[src/hw/rtl/esc_pkg.sv]
// ---------------------------------------------------------------------------
// esc_pkg
// shared types and constants of the encoder pid speed controller
// ---------------------------------------------------------------------------
`default_nettype none

package esc_pkg;

   // register indexes of the configuration port
   localparam logic [3:0] REG_TARGET_SPEED  = 4'd0;
   localparam logic [3:0] REG_PROP_GAIN     = 4'd1;
   localparam logic [3:0] REG_INTEG_GAIN    = 4'd2;
   localparam logic [3:0] REG_DERIV_GAIN    = 4'd3;
   localparam logic [3:0] REG_FEED_OFFSET   = 4'd4;
   localparam logic [3:0] REG_FEED_SLOPE    = 4'd5;
   localparam logic [3:0] REG_RAMP_STEP     = 4'd6;
   localparam logic [3:0] REG_EDGES_PER_REV = 4'd7;

   localparam int DIV_W  = 56;   // dividend and quotient width
   localparam int DVSR_W = 44;   // divisor width
   localparam int U_W    = 58;   // controller sum width, q16 pwm units

   localparam logic [31:0] GAP_MIN_US   = 32'd200;
   localparam logic [31:0] SILENCE_US   = 32'd200000;
   localparam logic [DIV_W-1:0] SPEED_NUM   = DIV_W'(64'd15360000000);
   localparam logic [DIV_W-1:0] INTEG_NUM   = DIV_W'(64'd334233600);
   localparam logic [17:0] SPEED_MAX    = 18'd262143;
   localparam logic [39:0] SUM_MAX      = 40'h7F_FFFF_FFFF;
   localparam logic signed [U_W-1:0] PWM_TOP = U_W'(64'd16711680);

   // divide by five: (x * RECIP5_22) >> 22 exact for x < 2^22,
   // (x * RECIP5_30) >> 30 exact for x < 2^30, and (2^28 - 1) / 5
   localparam logic [19:0] RECIP5_22 = 20'd838861;
   localparam logic [27:0] RECIP5_30 = 28'd214748365;
   localparam logic [25:0] Q28_DIV5  = 26'd53687091;

   typedef enum logic [4:0] {
      OP_NONE,
      OP_EDGE,
      OP_TICK,
      OP_SCAN,
      OP_MEAN_GO,
      OP_MEAN,
      OP_SPD_GO,
      OP_RAW,
      OP_RAW_ZERO,
      OP_RAW_MAX,
      OP_EMA,
      OP_RAMP,
      OP_FF,
      OP_PROP,
      OP_DER1,
      OP_DER2,
      OP_INT1,
      OP_INT2,
      OP_INT_GO,
      OP_INT_ADD,
      OP_LIM_GO,
      OP_LIM,
      OP_FINISH
   } op_type;

   typedef enum logic [4:0] {
      ST_IDLE,
      ST_SCAN,
      ST_CHK,
      ST_MEAN_WAIT,
      ST_DEN_CHK,
      ST_SPD_WAIT,
      ST_EMA,
      ST_RAMP,
      ST_FF,
      ST_PROP,
      ST_DER1,
      ST_DER2,
      ST_INT1,
      ST_INT2,
      ST_INT_GO,
      ST_INT_ADD,
      ST_LIM_GO,
      ST_LIM_WAIT,
      ST_FINISH
   } state_type;

   typedef struct packed {
      logic scan_last;
      logic speed_ok;
      logic den_zero;
      logic div_idle;
      logic out_free;
   } status_type;

   typedef struct packed {
      op_type op;
   } cmd_type;

endpackage

`default_nettype wire

[src/hw/rtl/esc_ctrl.sv]
// ---------------------------------------------------------------------------
// esc_ctrl
// sequencer that steps the datapath through one control tick
// ---------------------------------------------------------------------------
`default_nettype none

module esc_ctrl
   import esc_pkg::*;
(
   input  wire logic       clock,
   input  wire logic       reset,
   input  wire logic       req_valid,
   input  wire logic       req_mode,
   output logic            req_stall,
   input  wire status_type status,
   output cmd_type         cmd
);

   state_type state_ff, state_in;

   always_ff @(posedge clock) begin
      if (reset) begin
         state_ff <= ST_IDLE;
      end else begin
         state_ff <= state_in;
      end
   end

   always_comb begin
      state_in = state_ff;
      cmd.op   = OP_NONE;
      case (state_ff)
         ST_IDLE: begin
            if (req_valid) begin
               if (req_mode) begin
                  cmd.op   = OP_TICK;
                  state_in = ST_SCAN;
               end else begin
                  cmd.op = OP_EDGE;
               end
            end
         end
         ST_SCAN: begin
            cmd.op = OP_SCAN;
            if (status.scan_last) state_in = ST_CHK;
         end
         ST_CHK: begin
            if (status.speed_ok) begin
               cmd.op   = OP_MEAN_GO;
               state_in = ST_MEAN_WAIT;
            end else begin
               cmd.op   = OP_RAW_ZERO;
               state_in = ST_EMA;
            end
         end
         ST_MEAN_WAIT: begin
            if (status.div_idle) begin
               cmd.op   = OP_MEAN;
               state_in = ST_DEN_CHK;
            end
         end
         ST_DEN_CHK: begin
            if (status.den_zero) begin
               cmd.op   = OP_RAW_MAX;
               state_in = ST_EMA;
            end else begin
               cmd.op   = OP_SPD_GO;
               state_in = ST_SPD_WAIT;
            end
         end
         ST_SPD_WAIT: begin
            if (status.div_idle) begin
               cmd.op   = OP_RAW;
               state_in = ST_EMA;
            end
         end
         ST_EMA: begin
            cmd.op   = OP_EMA;
            state_in = ST_RAMP;
         end
         ST_RAMP: begin
            cmd.op   = OP_RAMP;
            state_in = ST_FF;
         end
         ST_FF: begin
            cmd.op   = OP_FF;
            state_in = ST_PROP;
         end
         ST_PROP: begin
            cmd.op   = OP_PROP;
            state_in = ST_DER1;
         end
         ST_DER1: begin
            cmd.op   = OP_DER1;
            state_in = ST_DER2;
         end
         ST_DER2: begin
            cmd.op   = OP_DER2;
            state_in = ST_INT1;
         end
         ST_INT1: begin
            cmd.op   = OP_INT1;
            state_in = ST_INT2;
         end
         ST_INT2: begin
            cmd.op   = OP_INT2;
            state_in = ST_INT_GO;
         end
         ST_INT_GO: begin
            cmd.op   = OP_INT_GO;
            state_in = ST_INT_ADD;
         end
         ST_INT_ADD: begin
            cmd.op   = OP_INT_ADD;
            state_in = ST_LIM_GO;
         end
         ST_LIM_GO: begin
            cmd.op   = OP_LIM_GO;
            state_in = ST_LIM_WAIT;
         end
         ST_LIM_WAIT: begin
            if (status.div_idle) begin
               cmd.op   = OP_LIM;
               state_in = ST_FINISH;
            end
         end
         ST_FINISH: begin
            if (status.out_free) begin
               cmd.op   = OP_FINISH;
               state_in = ST_IDLE;
            end
         end
         default: begin
            state_in = ST_IDLE;
         end
      endcase
   end

   assign req_stall = (state_ff != ST_IDLE);

endmodule

`default_nettype wire

[config.mk]
export PLATFORM = sky130hd
export DESIGN_NAME = esc_ctrl
export DESIGN_NICKNAME = d
export VERILOG_FILES = /design/src/hw/rtl/esc_pkg.sv /design/src/hw/rtl/esc_ctrl.sv
export SDC_FILE = /design/constraint.sdc
export NUM_CORES = 1
export LEC_CHECK = 0
export BUFFER_PORTS_ARGS = -buffer_cell sky130_fd_sc_hd__buf_2
export CORE_MARGIN = 2
export CORE_UTILIZATION = 35
export CTS_CLUSTER_SIZE = 20
export DETAILED_ROUTE_END_ITERATION = 12
export PLACE_DENSITY_LB_ADDON = 0.1
export SYNTH_ARGS = -nofsm -noshare
export SYNTH_HDL_FRONTEND = slang
export SYNTH_SLANG_ARGS = --single-unit
[constraint.sdc]
create_clock -name clock -period 1.2 [get_ports clock]
set_input_delay 0.18 -clock clock [delete_from_list [all_inputs] [get_ports clock]]
set_output_delay 0.18 -clock clock [all_outputs]
set_load 0.03 [all_outputs]
==> out/results.md <==
| Step | Parameter | Reported |
|:---|:---|:---|
| timing | Final setup vio count | 10 |
| timing | Clock period minus worst slack | 1.67 ns |
| cells and area | Flip-flop count of the largest register, all copies and words added | 5 |
| timing | Final hold violation count | 0 |
| critical path | Required time of the critical path | 1.02 ns |
| synth | Net count after synthesis | 105 |
| placement | Dpl hpwl | 1.65 mm |
| die | Die span in y | 47.9 um |
| synth | Commonest register cell after synthesis | dfxtp_1 |
| clock network | Root buf cell | clkbuf_4 |
| critical path | Data arrival at the endpoint of the critical path | 1.49 ns |
| clock network | Register clock-pin slew on the reported worst setup and hold paths | 0.05 ns |
| synth | Synth unique cells | 39 |
| clock network | Longest Clk Path Bufs | 2 |
| timing | Peak clock frequency supported by timing | 0.598 GHz |
| pwr | Power per cell area | 1610 nW/um2 |
| cells and area | Final core utilization | 78.8% |
| clock network | TritonCTS clock tree | yes |
| cells and area | Layout-stage area growth over the synthesis result | 106% |
| pwr | Static power due to leakage | 0.000584 uW |
| cells and area | Biggest register | state_ff |
| global route | Antenna violations before repair | 0 |
| die | Boundary Pins | 15 |
| timing | Number of pins with negative max-slew slack in the final report | 0 |
| die | Placeable core region | 1760 um2 |
| synth | Synth Cell Area | 674 um2 |
| status | Outcome | complete, but fails checks |
| global route | Total congestion overflow | 0 |
| timing | Worst rel slew slack | 82.1% |
| global route | Wire length of the first global-routing pass | 3.98 mm |
| die | Die area | 2290 um2 |
| synth | Number of enable-type register cells in the synthesized netlist | 0 |
| route | First drt pass iteration count | 4 |
| timing | Final sum of negative setup slack | -3.79 ns |
| synth | Gate count after technology mapping | 96 |
| die | Initial standard-cell utilization of the core | 38.2% |
| placement | Final Wtd Congestion | 0.856 |
| die | Floorplan die width | 47.9 um |
| global route | Vias in the first global route | 905 |
| global route | All-Layer GR Usage | 25.0% |
| critical path | Endpoint type of the worst setup path | output port |
| route | Detail Route Antenna Nets | 0 |
| route | Number of remaining DRC errors | 0 |
| critical path | Highest fanout seen on the critical path | 5 |
| timing | Post-route fraction of the period consumed by the critical path | 139% |
| route | 1st-iter DRT viols | 37 |
| placement | Count of input and output buffers | 14 |
| route | WL final | 2.85 mm |
| synth | Post-synth ARST share | 0% |
| timing | Final Worst Setup Slack | -0.473 ns |
| die | Number of rows in the core area | 15 |
| flow run | Max-capacitance violation count | 0 |
| global route | Largest net degree at the start of global routing | 12 |
| timing | Worst Clk Skew | 0.00495 ns |
| synth | Synthesis-stage register bit count | 5 |
| clock network | Clock insertion delay at the later pin of the skew report | 0.26 ns |
| synth | Sequential share of the synthesized area | 14.8% |
| clock network | TritonCTS Buffers | 3 |
| synth | Mean post-synth cell area | 7.02 um2 |
| pwr | Worst-case vdd ir drop | 0.00104 V |
| critical path | Kind of start point of the critical path | flop |
| critical path | Path type of the worst setup path | flop to output port |
| clock network | H-tree depth reported by CTS | 1 |
| cells and area | Diode insertion count for antenna repair | 0 |
| cells and area | Biggest registers after layout | state_ff (5) |
| route | Wire length per cell after detailed routing | 16.7 um |
| synth | Synth Warn # | 0 |
| timing | Pin slew with the least headroom to its limit | 0.267 ns |
| worst hold path | Kind of path behind the tightest hold check | input pin to flop |
| route | Via count | 962 |
| cells and area | Layout cell share with drive strength beyond 1 | 67.8% |
| status | Violations in the final reports | negative setup slack |
| route | Vias per Instance | 5.63 |
| clock network | Sink count of the clock tree | 5 |
| timing | Setup repair after global routing missed its margin | true |
| cells and area | Nets | 156 |
[metal layers]
| metal | wire [um] | track usage, % |
|---|---|---|
| met4 | 102 | 10.8 |
| met2 | 1470 | 45.9 |
| met1 | 1120 | 29.7 |
| met5 | 0 | 0 |
| met3 | 163 | 1.13 |
[where the power goes]
group / internal [uW] / switching (uW) / leakage (uW) / total, uW
sequential: 208 / 70.3 / 0.0000444 / 278
clock: 127 / 92.2 / 0.0000150 / 219
combinational: 907 / 837 / 0.000524 / 1740
total: 1240 / 1000 / 0.000584 / 2240
[path summary, 6_finish.rpt]
check | start | slack [ns] | endpoint | cells after the start
worst min-delay path | reset | 0.14 | state_ff[3] | 2
worst min register to register | state_ff[4] | 0.70 | state_ff[3] | 2
worst max-delay path | state_ff[3] | -0.47 | cmd[0] | 6
worst max register to register | state_ff[1] | -0.41 | state_ff[1] | 6
[stage by stage]
| step | std cells | worst slack, ns | hold WS, ns | area [um2] | total power (uW) |
|---|---|---|---|---|---|
| 4_1_cts | 165 | -0.466 | 0.151 | 1250 | 1980 |
| 5_1_grt | 171 | -0.536 | 0.151 | 1390 | 2350 |
| 6_report | 171 | -0.473 | 0.138 | 1390 | 2240 |
| 2_1_floorplan | 96 | -0.165 | 0.257 | 795 | 1110 |
| 3_5_place_dp | 158 | -0.336 | 0.398 | 1050 | 1430 |
| 3_3_place_gp | 158 | -0.297 | 0.398 | 1050 | 1420 |
[repair_timing]
| action | in CTS | in global routing |
|---|---|---|
| resized for setup | 45 | 22 |
| buffers inserted | 4 | 6 |
| pin swaps | 13 | 15 |
| hold buffers | 0 | 0 |
| setup endpoints to repair | 11 | 11 |
[layout make-up]
class	instances	area (um2)
Sequential cell	5	119
Clock buffer	4	26.3
Timing Repair Buffer	55	458
Fill cell	134	374
Inverter	5	18.8
Tap cell	25	31.3
Multi-Input combinational cell	77	737
[synthesized netlist by cell type, types with 2 or more instances]
master	instances	share of area, %
buf_6	2	3.3
nand2b_1	3	2.8
dfxtp_1	5	15
inv_1	5	2.8
a21oi_1	4	3.0
nand4_1	2	1.9
o21a_1	2	2.2
o211ai_1	2	2.2
mux2i_1	3	4.5
nand3_1	3	2.2
buf_2	6	4.5
nor2b_1	4	3.7
a31oi_1	4	3.7
o21ai_0	6	4.5
o22ai_1	3	2.8
nor3_1	6	4.5
nor2_1	6	3.3
nand2_1	9	5.0
[cell families after synthesis]
kind of cell / synth area share, %
AND/OR/NAND/NOR: 35.6
AO/OA/AOI/OAI: 30.8
buffers and inverters: 11.7
flip-flops: 14.8
multiplexers: 4.45
XOR/XNOR: 2.60
[worst max-delay path, cell delays in order (launching register included)]
cell      delay (ns)
dfxtp_4         0.37
buf_6           0.12
nand2b_4        0.14
a211oi_2        0.22
nor3b_2         0.08
o22ai_2         0.15
buf_6           0.15
[layout by cell type (no fill, tap or decap), types with 2 or more instances in the layout]
master,Yosys,layout
nor2b_2,0,2
nand3_4,0,2
nand4_1,2,2
mux2i_1,3,2
o211ai_1,2,2
inv_1,5,4
nor2_4,0,2
o21ai_4,0,3
nand2b_1,3,2
buf_2,6,9
buf_4,1,28
nor2b_4,0,2
nor2_1,6,3
o22ai_2,0,2
nor2_2,1,2
nand2_1,9,8
o21a_1,2,2
buf_6,2,18
a31oi_1,4,3
o21ai_0,6,3
dfxtp_4,0,5
clkbuf_4,0,3
a21oi_2,0,3
nor3_1,6,4
Note: power is estimated with default switching activity, not from simulation.
